`src/rtl/core/pidd_pkg.sv`:
```
// ============================================================================
// pidd_pkg
// Shared types and constants of the PID controller with dead band: the
// configuration register set, register indexes and status codes.
// ============================================================================
package pidd_pkg;

	// Configuration port geometry.
	localparam int CFG_DATA_W  = 24;
	localparam int CFG_INDEX_W = 3;

	// Fixed field widths.
	localparam int GAIN_W  = 24;
	localparam int LIMIT_W = 16;
	localparam int DRIVE_W = 17;
	localparam int STATUS_W = 2;

	// Register indexes on the configuration port.
	localparam logic [CFG_INDEX_W-1:0] REG_P_GAIN         = 3'd0;
	localparam logic [CFG_INDEX_W-1:0] REG_I_GAIN         = 3'd1;
	localparam logic [CFG_INDEX_W-1:0] REG_D_GAIN         = 3'd2;
	localparam logic [CFG_INDEX_W-1:0] REG_INTEGRAL_LIMIT = 3'd3;
	localparam logic [CFG_INDEX_W-1:0] REG_OUTPUT_LIMIT   = 3'd4;
	localparam logic [CFG_INDEX_W-1:0] REG_DEAD_BAND      = 3'd5;
	localparam logic [CFG_INDEX_W-1:0] REG_MAX_ERROR      = 3'd6;

	// Status codes reported with each drive value.
	localparam logic [STATUS_W-1:0] STATUS_NORMAL    = 2'd0;
	localparam logic [STATUS_W-1:0] STATUS_OVER_MAX  = 2'd1;
	localparam logic [STATUS_W-1:0] STATUS_DEAD_BAND = 2'd2;

	// Register set seen by the datapath. Gains are two's complement Q8.16.
	typedef struct packed {
		logic [GAIN_W-1:0]  p_gain;
		logic [GAIN_W-1:0]  i_gain;
		logic [GAIN_W-1:0]  d_gain;
		logic [LIMIT_W-1:0] integral_limit;
		logic [LIMIT_W-1:0] output_limit;
		logic [LIMIT_W-1:0] dead_band;
		logic [LIMIT_W-1:0] max_error;
	} cfg_t;

endpackage

```
`src/rtl/core/pidd_cfg_regs.sv`:
```
// ============================================================================
// pidd_cfg_regs
// Configuration register file. Takes single-cycle writes by index and
// presents the whole register set to the datapath.
// ============================================================================
module pidd_cfg_regs (
	input  logic                              clk,
	input  logic                              arst_n,
	input  logic                              cfg_we,
	input  logic [pidd_pkg::CFG_INDEX_W-1:0]  cfg_index,
	input  logic [pidd_pkg::CFG_DATA_W-1:0]   cfg_wdata,
	output pidd_pkg::cfg_t                    cfg
);
	import pidd_pkg::*;

	cfg_t cfg_q;

	// Write the addressed register; unknown indexes are dropped.
	always_ff @(posedge clk or negedge arst_n) begin
		if (!arst_n) begin
			cfg_q <= '0;
		end else if (cfg_we) begin
			unique case (cfg_index)
				REG_P_GAIN:         cfg_q.p_gain         <= cfg_wdata[GAIN_W-1:0];
				REG_I_GAIN:         cfg_q.i_gain         <= cfg_wdata[GAIN_W-1:0];
				REG_D_GAIN:         cfg_q.d_gain         <= cfg_wdata[GAIN_W-1:0];
				REG_INTEGRAL_LIMIT: cfg_q.integral_limit <= cfg_wdata[LIMIT_W-1:0];
				REG_OUTPUT_LIMIT:   cfg_q.output_limit   <= cfg_wdata[LIMIT_W-1:0];
				REG_DEAD_BAND:      cfg_q.dead_band      <= cfg_wdata[LIMIT_W-1:0];
				REG_MAX_ERROR:      cfg_q.max_error      <= cfg_wdata[LIMIT_W-1:0];
				default: begin
				end
			endcase
		end
	end

	assign cfg = cfg_q;

endmodule

```
`src/rtl/core/pidd_datapath.sv`:
```
// ============================================================================
// pidd_datapath
// Single-pass PID arithmetic: error window check, P, I and D terms, integral
// and output clamps, and the integral and last-error state registers.
// ============================================================================
module pidd_datapath #(
	parameter int SAMPLE_WIDTH   = 16,
	parameter int GAIN_FRAC_BITS = 16
) (
	input  logic                              clk,
	input  logic                              arst_n,
	input  pidd_pkg::cfg_t                    cfg,
	input  logic signed [SAMPLE_WIDTH-1:0]    measured,
	input  logic signed [SAMPLE_WIDTH-1:0]    target,
	input  logic                              update,
	output logic signed [pidd_pkg::DRIVE_W-1:0]  drive,
	output logic [pidd_pkg::STATUS_W-1:0]     status
);
	import pidd_pkg::*;

	// Error and its magnitude.
	localparam int EW = SAMPLE_WIDTH + 1;
	localparam int MW = (EW > LIMIT_W) ? EW : LIMIT_W;
	// Products: P and I use the error, D uses the error difference.
	localparam int PW = GAIN_W + EW;
	localparam int DW = GAIN_W + EW + 1;
	// Integral state and its pre-clamp sum.
	localparam int IW = LIMIT_W + GAIN_FRAC_BITS + 1;
	localparam int IS = ((IW > PW) ? IW : PW) + 1;
	// Total sum of the three terms.
	localparam int SM0 = (PW > DW) ? PW : DW;
	localparam int SW  = ((SM0 > IW) ? SM0 : IW) + 2;

	logic signed [GAIN_W-1:0] p_gain_s;
	logic signed [GAIN_W-1:0] i_gain_s;
	logic signed [GAIN_W-1:0] d_gain_s;
	logic signed [EW-1:0]     err;
	logic [EW-1:0]            mag;
	logic [MW-1:0]            mag_ext;
	logic                     over_max;
	logic                     in_band;
	logic signed [PW-1:0]     pterm;
	logic signed [PW-1:0]     iprod;
	logic signed [EW:0]       derr;
	logic signed [DW-1:0]     dterm;
	logic signed [IS-1:0]     integ_raw;
	logic signed [IS-1:0]     ilim_pos;
	logic signed [IS-1:0]     integ_clamp;
	logic signed [IW-1:0]     integ_next;
	logic signed [SW-1:0]     sum_raw;
	logic signed [SW-1:0]     olim_pos;
	logic signed [SW-1:0]     sum_clamp;
	logic signed [IW-1:0]     integral_q;
	logic signed [EW-1:0]     last_error_q;

	assign p_gain_s = $signed(cfg.p_gain);
	assign i_gain_s = $signed(cfg.i_gain);
	assign d_gain_s = $signed(cfg.d_gain);

	// Error and magnitude; the magnitude always fits EW bits unsigned.
	assign err     = EW'(target) - EW'(measured);
	assign mag     = err[EW-1] ? EW'(-err) : EW'(err);
	assign mag_ext = MW'(mag);

	// Window checks; a limit of zero disables its check.
	assign over_max = (cfg.max_error != '0) && (mag_ext > MW'(cfg.max_error));
	assign in_band  = (cfg.dead_band != '0) && (mag_ext < MW'(cfg.dead_band));

	// The three independent products.
	assign pterm = PW'(p_gain_s) * PW'(err);
	assign iprod = PW'(i_gain_s) * PW'(err);
	assign derr  = (EW + 1)'(err) - (EW + 1)'(last_error_q);
	assign dterm = DW'(d_gain_s) * DW'(derr);

	// Integral accumulate and symmetric clamp.
	assign integ_raw = IS'(integral_q) + IS'(iprod);
	assign ilim_pos  = IS'($signed({1'b0, cfg.integral_limit, {GAIN_FRAC_BITS{1'b0}}}));
	always_comb begin
		if (integ_raw > ilim_pos) begin
			integ_clamp = ilim_pos;
		end else if (integ_raw < -ilim_pos) begin
			integ_clamp = -ilim_pos;
		end else begin
			integ_clamp = integ_raw;
		end
	end
	assign integ_next = IW'(integ_clamp);

	// Output sum and symmetric clamp.
	assign sum_raw  = SW'(pterm) + SW'(integ_next) + SW'(dterm);
	assign olim_pos = SW'($signed({1'b0, cfg.output_limit, {GAIN_FRAC_BITS{1'b0}}}));
	always_comb begin
		if (sum_raw > olim_pos) begin
			sum_clamp = olim_pos;
		end else if (sum_raw < -olim_pos) begin
			sum_clamp = -olim_pos;
		end else begin
			sum_clamp = sum_raw;
		end
	end

	// Result selection; max_error wins over the dead band.
	always_comb begin
		priority if (over_max) begin
			status = STATUS_OVER_MAX;
			drive  = '0;
		end else if (in_band) begin
			status = STATUS_DEAD_BAND;
			drive  = '0;
		end else begin
			status = STATUS_NORMAL;
			drive  = DRIVE_W'(sum_clamp >>> GAIN_FRAC_BITS);
		end
	end

	// Controller state moves only on a normal item leaving the pass.
	always_ff @(posedge clk or negedge arst_n) begin
		if (!arst_n) begin
			integral_q   <= '0;
			last_error_q <= '0;
		end else if (update && !over_max && !in_band) begin
			integral_q   <= integ_next;
			last_error_q <= err;
		end
	end

endmodule

```
`src/rtl/core/pid_controller_with_deadband_top.sv`:
```
// ============================================================================
// pid_controller_with_deadband_top
// Positional PID controller with dead band and error window, stream ports.
// ============================================================================
// Usage:
// Samples enter on the s_ channel: s_tdata carries measured and target.
// Each accepted sample yields exactly one result on the m_ channel: the
// clamped drive in m_tdata and a status code in m_tuser (normal, error above
// max_error, or error inside the dead band). Gains and limits are set over
// the cfg_ write port, one register per cycle, while no sample is in flight.
// An accepted sample sits in the input register; when the output register is
// free or draining, its result is loaded into the output register, which
// drives m_tvalid. Throughput is one sample per cycle while the receiver
// does not stall; the multiply, accumulate and clamp path from the input
// register to the output register and the controller state sets the clock
// rate.
// When the receiver stalls, the result holds in the output register and the
// input register can still take one more sample; only then is s_tready low.
// Reset clears all gains and limits, the integral and last error, and both
// valid flags; payload registers are not cleared.
// ============================================================================
module pid_controller_with_deadband_top #(
	parameter int SAMPLE_WIDTH   = 16,
	parameter int GAIN_FRAC_BITS = 16
) (
	input  logic                                clk,
	input  logic                                arst_n,
	// Configuration write port.
	input  logic                                cfg_we,
	input  logic [pidd_pkg::CFG_INDEX_W-1:0]    cfg_index,
	input  logic [pidd_pkg::CFG_DATA_W-1:0]     cfg_wdata,
	// Sample input: measured, then target.
	input  logic                                s_tvalid,
	output logic                                s_tready,
	input  logic [((2*SAMPLE_WIDTH+7)/8)*8-1:0] s_tdata,   // measured, target
	// Result output: m_tdata holds drive; m_tuser holds status.
	output logic                                m_tvalid,
	input  logic                                m_tready,
	output logic [23:0]                         m_tdata,   // [16:0] drive, [23:17] zero
	output logic [pidd_pkg::STATUS_W-1:0]       m_tuser    // [1:0] status
);
	import pidd_pkg::*;

	localparam int OUT_PAD = 24 - DRIVE_W;

	cfg_t                          cfg;
	logic                          valid_s1;
	logic signed [SAMPLE_WIDTH-1:0] measured_s1;
	logic signed [SAMPLE_WIDTH-1:0] target_s1;
	logic                          advance;
	logic signed [DRIVE_W-1:0]     drive_d;
	logic [STATUS_W-1:0]           status_d;
	logic                          out_valid_q;
	logic signed [DRIVE_W-1:0]     drive_q;
	logic [STATUS_W-1:0]           status_q;

	pidd_cfg_regs u_cfg (
		.clk       (clk),
		.arst_n    (arst_n),
		.cfg_we    (cfg_we),
		.cfg_index (cfg_index),
		.cfg_wdata (cfg_wdata),
		.cfg       (cfg)
	);

	// The input register moves on when the output register is free or draining.
	assign advance  = valid_s1 && (!out_valid_q || m_tready);
	assign s_tready = !valid_s1 || advance;

	// Input register control.
	always_ff @(posedge clk or negedge arst_n) begin
		if (!arst_n) begin
			valid_s1 <= 1'b0;
		end else if (s_tvalid && s_tready) begin
			valid_s1 <= 1'b1;
		end else if (advance) begin
			valid_s1 <= 1'b0;
		end
	end

	// Input register payload.
	always_ff @(posedge clk) begin
		if (s_tvalid && s_tready) begin
			measured_s1 <= $signed(s_tdata[SAMPLE_WIDTH-1:0]);
			target_s1   <= $signed(s_tdata[2*SAMPLE_WIDTH-1:SAMPLE_WIDTH]);
		end
	end

	pidd_datapath #(
		.SAMPLE_WIDTH   (SAMPLE_WIDTH),
		.GAIN_FRAC_BITS (GAIN_FRAC_BITS)
	) u_dp (
		.clk      (clk),
		.arst_n   (arst_n),
		.cfg      (cfg),
		.measured (measured_s1),
		.target   (target_s1),
		.update   (advance),
		.drive    (drive_d),
		.status   (status_d)
	);

	// Output register control.
	always_ff @(posedge clk or negedge arst_n) begin
		if (!arst_n) begin
			out_valid_q <= 1'b0;
		end else if (advance) begin
			out_valid_q <= 1'b1;
		end else if (m_tready) begin
			out_valid_q <= 1'b0;
		end
	end

	// Output register payload.
	always_ff @(posedge clk) begin
		if (advance) begin
			drive_q  <= drive_d;
			status_q <= status_d;
		end
	end

	assign m_tvalid = out_valid_q;
	assign m_tdata  = {{OUT_PAD{1'b0}}, drive_q};
	assign m_tuser  = status_q;

	// A sample is refused only while both registers are full and the output stalls.
	assert property (@(posedge clk) disable iff (!arst_n)
		(valid_s1 && out_valid_q && !m_tready) |-> !s_tready)
		else $error("input accepted while the pass was blocked");

	// A window hit always reports zero drive.
	assert property (@(posedge clk) disable iff (!arst_n)
		(m_tvalid && (m_tuser != STATUS_NORMAL)) |-> (m_tdata == '0))
		else $error("nonzero drive with a window status");

	// Status never carries the unused code.
	assert property (@(posedge clk) disable iff (!arst_n)
		m_tvalid |-> (m_tuser == STATUS_NORMAL || m_tuser == STATUS_OVER_MAX ||
			m_tuser == STATUS_DEAD_BAND))
		else $error("undefined status code");

	// A result that moves through the pass shows up at the output next cycle.
	assert property (@(posedge clk) disable iff (!arst_n)
		advance |=> m_tvalid)
		else $error("result lost between pass and output register");

endmodule

```
`config.mk`:
```
export PLATFORM = sky130hd
export DESIGN_NAME = pid_controller_with_deadband_top
export DESIGN_NICKNAME = d
export VERILOG_FILES = /design/src/rtl/core/pidd_pkg.sv /design/src/rtl/core/pidd_cfg_regs.sv /design/src/rtl/core/pidd_datapath.sv /design/src/rtl/core/pid_controller_with_deadband_top.sv
export SDC_FILE = /design/constraint.sdc
export NUM_CORES = 2
export LEC_CHECK = 0
export BUFFER_PORTS_ARGS = -buffer_cell sky130_fd_sc_hd__buf_2
export CELL_PAD_IN_SITES_DETAIL_PLACEMENT = 0
export CELL_PAD_IN_SITES_GLOBAL_PLACEMENT = 2
export CORE_MARGIN = 1
export CORE_UTILIZATION = 43
export DETAILED_ROUTE_END_ITERATION = 12
export GPL_ROUTABILITY_DRIVEN = 0
export HOLD_SLACK_MARGIN = 0.15
export PLACE_DENSITY_LB_ADDON = 0.1
export SYNTH_ARGS = -nofsm -noshare
export SYNTH_HDL_FRONTEND = slang
export SYNTH_HIERARCHICAL = 1
export SYNTH_SLANG_ARGS = --single-unit
```
`constraint.sdc`:
```
create_clock -name clk -period 56.3 [get_ports clk]
set_input_delay 2.815 -clock clk [delete_from_list [all_inputs] [get_ports clk]]
set_output_delay 2.815 -clock clk [all_outputs]
set_load 0.005 [all_outputs]
```
### Word level (Yosys, flattened, before mapping)

Index checks and enable logic that the tools add are counted.

| word-level totals | value |
|---|---|
| word-level logic and storage cells | 75 |
| input port bits | 64 |
| output and inout port bits | 28 |
| flip-flop bits (word level) | 239 |

| operators by class | value |
|---|---|
| eq/ne operators | 6 |
| $lt $le $gt $ge | 6 |
| reductions and logical operators | 26 |
| add/sub/neg operators | 8 |
| multipliers | 3 |
| mux-type cells | 10 |

Operators by type and width:

| kind | number |
|---|---|
| $mux W33 | 3 |
| $mul A24 B17 Y41 | 2 |
| $gt A44 B33 Y1 | 1 |
| $lt A44 B44 Y1 | 1 |
| $neg A32 Y44 | 1 |
| $add A42 B42 Y43 | 1 |
| $add A33 B41 Y42 | 1 |
| $add A41 B33 Y42 | 1 |
| $gt A42 B33 Y1 | 1 |
| $lt A42 B42 Y1 | 1 |
| $mul A24 B18 Y42 | 1 |
| $neg A32 Y42 | 1 |
| $mux W32 | 1 |
| $reduce_bool A16 Y1 | 2 |
| $sub A17 B17 Y18 | 1 |
| $gt A17 B16 Y1 | 1 |
| $lt A17 B16 Y1 | 1 |
| $mux W17 | 1 |
| $neg A17 Y17 | 1 |
| $sub A16 B16 Y17 | 1 |
| $reduce_and A2 Y1 | 7 |
| $eq A3 B3 Y1 const B | 3 |
| $eq A3 B2 Y1 const B | 2 |
| $logic_and A1 B1 Y1 | 6 |
| 9 further kinds | 17 |

### Depth between registers and ports, before layout

| logic depth | value |
|---|---|
| word-level depth | 11 |
| mapped depth | 87 |
| mapped depth without buffers | 81 |

### By module

The synthesis kept the hierarchy.

Modules (own cells, without submodules):

| module | times used | area each (sq um) | sequential area each (sq um) | cells each |
|---|---|---|---|---|
| pidd_datapath | 1 | 56274.0 | 1251.2 | 6397 |
| pidd_cfg_regs | 1 | 5186.2 | 3403.3 | 296 |
| pid_controller_with_deadband_top | 1 | 1691.6 | 1581.5 | 67 |

### Worst setup path before layout

No wires, ideal clock.

| path | value |
|---|---|
| kind | register to register |
| start point | reg target_s1[0] |
| end point | reg drive_q[10], data pin |
| slack | 37.164 ns |
| stages on the path, launching flop included | 81 |
| library setup time | 0.261 ns |
| path buffers | 5 |
| required time | 56.039 ns |
| period minus slack after synthesis | 19.136 ns |
| data arrival time | 18.876 ns |
| cell sequence | edfxtp_1 -> inv_1 -> ha_1 -> inv_1 -> fa_1 -> a211oi_1 -> o21bai_1 -> a2111oi_2 -> o31ai_1 -> o31a_1 -> clkbuf_1 -> buf_1 -> fa_1 -> fa_1 -> inv_1 -> fa_1 -> inv_1 -> fa_1 -> [45 not listed] -> o21ai_0 -> a31oi_1 -> o21bai_1 -> a21oi_1 -> xor2_1 -> inv_1 -> ha_1 -> and4_1 -> a221o_1 -> a211oi_1 -> inv_1 -> and3_1 -> o32ai_1 -> a221oi_2 -> a21oi_1 -> nor2_2 -> buf_4 -> a221o_1 |

| on the way | value |
|---|---|
| longest elaborated chain between the ends | 11 |
| elaborated cells between the ends (all ways) | 23 |
| those cells by class | 6 x add/sub; 3 x mul; 6 x order compare; 5 x mux; 3 x reduce/logical |

Ends and longest elaborated chain:

| element | line | RTL |
|---|---|---|
| from (decl) | pid_controller_with_deadband_top.sv:49 | `logic signed [SAMPLE_WIDTH-1:0] target_s1;` |
| from (signal assigned) | pid_controller_with_deadband_top.sv:85 | `target_s1 <= $signed(s_tdata[2*SAMPLE_WIDTH-1:SAMPLE_WIDTH]);` |
| $sub A16 B16 Y17 * | pidd_datapath.sv:61 | `assign err = EW'(target) - EW'(measured);` |
| $mul A24 B17 Y41 | pidd_datapath.sv:71 | `assign iprod = PW'(i_gain_s) * PW'(err);` |
| $add A33 B41 Y42 | pidd_datapath.sv:76 | `assign integ_raw = IS'(integral_q) + IS'(iprod);` |
| $lt A42 B42 Y1 | pidd_datapath.sv:81 | `end else if (integ_raw < -ilim_pos) begin` |
| $mux W33 | pidd_datapath.sv:81 |  |
| $mux W33 | pidd_datapath.sv:79 | `if (integ_raw > ilim_pos) begin` |
| $add A41 B33 Y42 | pidd_datapath.sv:90 | `assign sum_raw = SW'(pterm) + SW'(integ_next) + SW'(dterm);` |
| $add A42 B42 Y43 | pidd_datapath.sv:90 |  |
| $lt A44 B44 Y1 | pidd_datapath.sv:95 | `end else if (sum_raw < -olim_pos) begin` |
| $mux W33 | pidd_datapath.sv:95 |  |
| $mux W32 | pidd_datapath.sv:93 | `if (sum_raw > olim_pos) begin` |
| to (signal assigned) | pid_controller_with_deadband_top.sv:117 | `drive_q <= drive_d;` |
| to (decl) | pid_controller_with_deadband_top.sv:54 | `logic signed [DRIVE_W-1:0] drive_q;` |

Mark *: on every way between the ends. The rest lies on a longest branch, timed or not.
A chain may end at the register's enable or synchronous reset.

### Worst setup path after layout

| path | value |
|---|---|
| start point | reg measured_s1[0] |
| end point | reg drive_q[11], data pin |

| on the way | value |
|---|---|
| longest elaborated chain between the ends | 11 |
| elaborated cells between the ends (all ways) | 23 |
| those cells by class | 6 x add/sub; 3 x mul; 6 x order compare; 5 x mux; 3 x reduce/logical |

Ends and longest elaborated chain:

| element | line | RTL |
|---|---|---|
| from (decl) | pid_controller_with_deadband_top.sv:48 | `logic signed [SAMPLE_WIDTH-1:0] measured_s1;` |
| from (signal assigned) | pid_controller_with_deadband_top.sv:84 | `measured_s1 <= $signed(s_tdata[SAMPLE_WIDTH-1:0]);` |
| $sub A16 B16 Y17 * | pidd_datapath.sv:61 |  |
| $mul A24 B17 Y41 | pidd_datapath.sv:71 |  |
| $add A33 B41 Y42 | pidd_datapath.sv:76 |  |
| $lt A42 B42 Y1 | pidd_datapath.sv:81 |  |
| $mux W33 | pidd_datapath.sv:81 |  |
| $mux W33 | pidd_datapath.sv:79 |  |
| $add A41 B33 Y42 | pidd_datapath.sv:90 |  |
| $add A42 B42 Y43 | pidd_datapath.sv:90 |  |
| $lt A44 B44 Y1 | pidd_datapath.sv:95 |  |
| $mux W33 | pidd_datapath.sv:95 |  |
| $mux W32 | pidd_datapath.sv:93 |  |

Marked as above.

==> key figures <==
Die
  • Chip width: between 300 and 400 µm
  • Std-Cell Core Area: around 150000 µm²
  • Ports: between 90 and 100
  • Starting density of the core: 0.4333
  • Die Y: 385.2 µm
  • Rows: 140
  • Die ar.: 148400 µm²

Flow run
  • Max-cap viol count: 0

Logic synthesis
  • Async set-reset flop share out of synthesis: 0.7866
  • Unique cell type count in the Yosys netlist: between 100 and 150
  • Synth Flop Type: dfrtp_1
  • Syn Area/Cell: 9.342 µm²
  • Netlist Area Pre-Place: about 63000 µm²
  • Gate Count Post-Synth: around 6800
  • EDFF count, synth: 51
  • Sequential fraction of the synthesis area: 0.09875
  • Ys Warns: 6
  • #FFs+latches synth: 239

STA
  • Endpoints failing setup: 0
  • Slew @ Worst Pin: about 1.4 ns
  • Endpoints failing hold: 0
  • Final max-slew violation count: 0
  • Final period util: 0.4412
  • Max Clock Skew: roughly 0.039 ns
  • Setup TNS: 0 ns
  • Min Tclk post-route: approximately 25 ns
  • RSZ-0062 raised after global routing: false
  • Slew margin rel.: 0.03550
  • Fmax: between 40 and 50 MHz

Route
  • WL final: between 150000 and 200000 µm
  • Post-route DRC: 0
  • Vias per Instance: roughly 5.2
  • Post-DRT Antenna Nets: 0
  • Pre-antenna DRT Iters: 7
  • Via count: about 45000
  • Iteration-0 DRC Markers: between 3000 and 4000
  • WL/cell: about 23 µm

Worst setup path
  • WP data required: 56.64 ns
  • CP Max Fanout: 34
  • Reg2Reg Depth: slightly below 80
  • Worst path most repeated cell: fa_1
  • Reg-to-reg critical path startpoint: measured_s1[0]
  • Crit path largest cell delay: ~1.1 ns
  • Crit path launch: measured_s1[0]
  • Critical path startpoint category: flip-flop
  • Crit. End Element: flip-flop
  • Register-to-Register Setup Slack: approximately 31 ns
  • Kind of critical path: reg -> reg
  • Crit path DAT: between 20 and 30 ns
  • Worst path slowest cell: a2111oi_0

GRT
  • First-pass GRT wire length: slightly above 300000 µm
  • GRT overflow: 0
  • All-Layer GR Usage: 0.2771
  • Largest net degree at the start of global routing: 76
  • Number of global-route vias before repair: between 40000 and 50000
  • Antenna violations before repair: 14

Hold path
  • Min-Delay Path Class: reg -> reg
  • Hold_sp: u_cfg/cfg[116]
  • Hold path cells: 1

Clock tree
  • CTS root buf: clkbuf_16
  • TritonCTS buffer count: 34
  • Worst-Skew Late Latency: 0.60 ns
  • CTS clock-pin slew for the worst setup and hold paths: ~0.08 ns
  • CTS max path bufs: 3
  • Postcts setup bufs: 0
  • CTS Hold Bufs: 0
  • H-tree levels: 2
  • CTS tree: done
  • Resized cells post-CTS: 0
  • Num Clock Sinks: 239

Cells and area
  • Post-route cell area: around 67000 µm²
  • FILL cells: ~14000
  • Most frequent cells in the layout: inv_1 (1662), fa_1 (1396), nand2_1 (829), ha_1 (415), and2_1 (366)
  • Commonest non-fill, non-tap cell in the layout: inv_1
  • Final #Nets: ~8600
  • Share of post-route cells with drive strength above 1: 0.06921
  • Area growth syn-to-layout: 5.989%

Place
  • Placed Area: between 60000 and 70000 µm²
  • HPWL Detailed: ~160000 µm
  • # port buffers: 84

Run status
  • Status: complete, no violations
## area by class of cell
cell class                      instances  area [µm²]  share of cell area
Clock buffer                           45       953.4             0.01424
Sequential cell                       239        6236             0.09317
Tap cell                             1917        2399             0.03583
Timing Repair Buffer                  183        1211             0.01809
Multi-Input combinational cell       4571       49710              0.7427
Clock inverter                         16       151.4            0.002262
Inverter                             1665        6250             0.09337
Antenna cell                            8       20.02           0.0002991
## flip-flops by register name, indices dropped and copies added, names as in the netlist
register           count
drive_q               17
m_tuser                2
m_tvalid               1
measured_s1           16
target_s1             16
u_cfg/cfg            136
u_dp/integral_q       33
u_dp/last_error_q     17
valid_s1               1
## Yosys cell counts (all sizes together), types with 43 or more instances
master / number / share of area
a211oi: 44 / 0.0054
a21o: 53 / 0.0063
a21oi: 130 / 0.011
and2: 371 / 0.037
and3: 43 / 0.0043
buf: 58 / 0.0060
clkbuf: 233 / 0.014
dfrtp: 188 / 0.074
edfxtp: 51 / 0.024
fa: 1397 / 0.44
ha: 416 / 0.082
inv: 1665 / 0.099
mux2: 139 / 0.025
nand2: 831 / 0.049
nand2b: 116 / 0.011
nand3: 110 / 0.0087
nor2: 132 / 0.0080
nor2b: 66 / 0.0065
nor3: 48 / 0.0040
o21ai: 130 / 0.010
xnor2: 95 / 0.013
## worst paths after layout
| kind | endpoint |
|---|---|
| max | drive_q[11] |
| min | u_cfg/cfg[116] |
| max reg2reg | drive_q[11] |
| max in group asynchronous | u_dp/integral_q[5] |
| min reg2reg | u_cfg/cfg[116] |
| min in group asynchronous | u_cfg/cfg[85] |
## per-stage QoR
stage	instances	utilization	setup WS, ns	hold WS (ns)
final	8644	0.4593	31.46	0.4851
after global placement	8575	0.4516	32.49	0.4684
after floorplan	6766	-	37.16	0.4538
after detailed placement	8575	0.4516	32.01	0.4761
after CTS	8636	0.4591	31.91	0.4892
after global routing	8636	0.4591	30.24	0.5189
## critical path: cells and delay by family (launching register included)
| kind | cells | cell delay (ns) |
|---|---|---|
| fa+ha+maj | 20 | 8.92 |
| compound gates | 23 | 7.46 |
| simple gates | 20 | 5.49 |
| buf+inv | 12 | 1.94 |
| flops | 1 | 0.38 |
| xor+xnor | 2 | 0.33 |
## routing by layer
layer / vias to the layer above / global-route usage / wire length (µm)
met3: 135 / 0.02937 / 10740
met1: 23715 / 0.4071 / 90230
met5: - / 0 / 34
met4: 6 / 0.04165 / 2907
met2: 1191 / 0.4500 / 93350
li1: 20244 / - / -
## cells by family (layout without fill, tap and decap cells)
logic type | Yosys count | count (layout) | share of synthesized area
flip-flops | 239 | 239 | 0.09875
buffers and inverters | 1956 | 1909 | 0.1189
multiplexers | 142 | 142 | 0.02526
AND/OR/NAND/NOR | 1880 | 1880 | 0.1487
AO/OA/AOI/OAI | 594 | 594 | 0.06437
other | 1 | 15 | 0.00005938
adder cells (fa/ha/maj) | 1813 | 1813 | 0.5253
XOR/XNOR | 135 | 135 | 0.01872
Power is left out: the tool's default activity adds up to more than one toggle a clock period on the data nets, which glitch-free logic cannot reach.
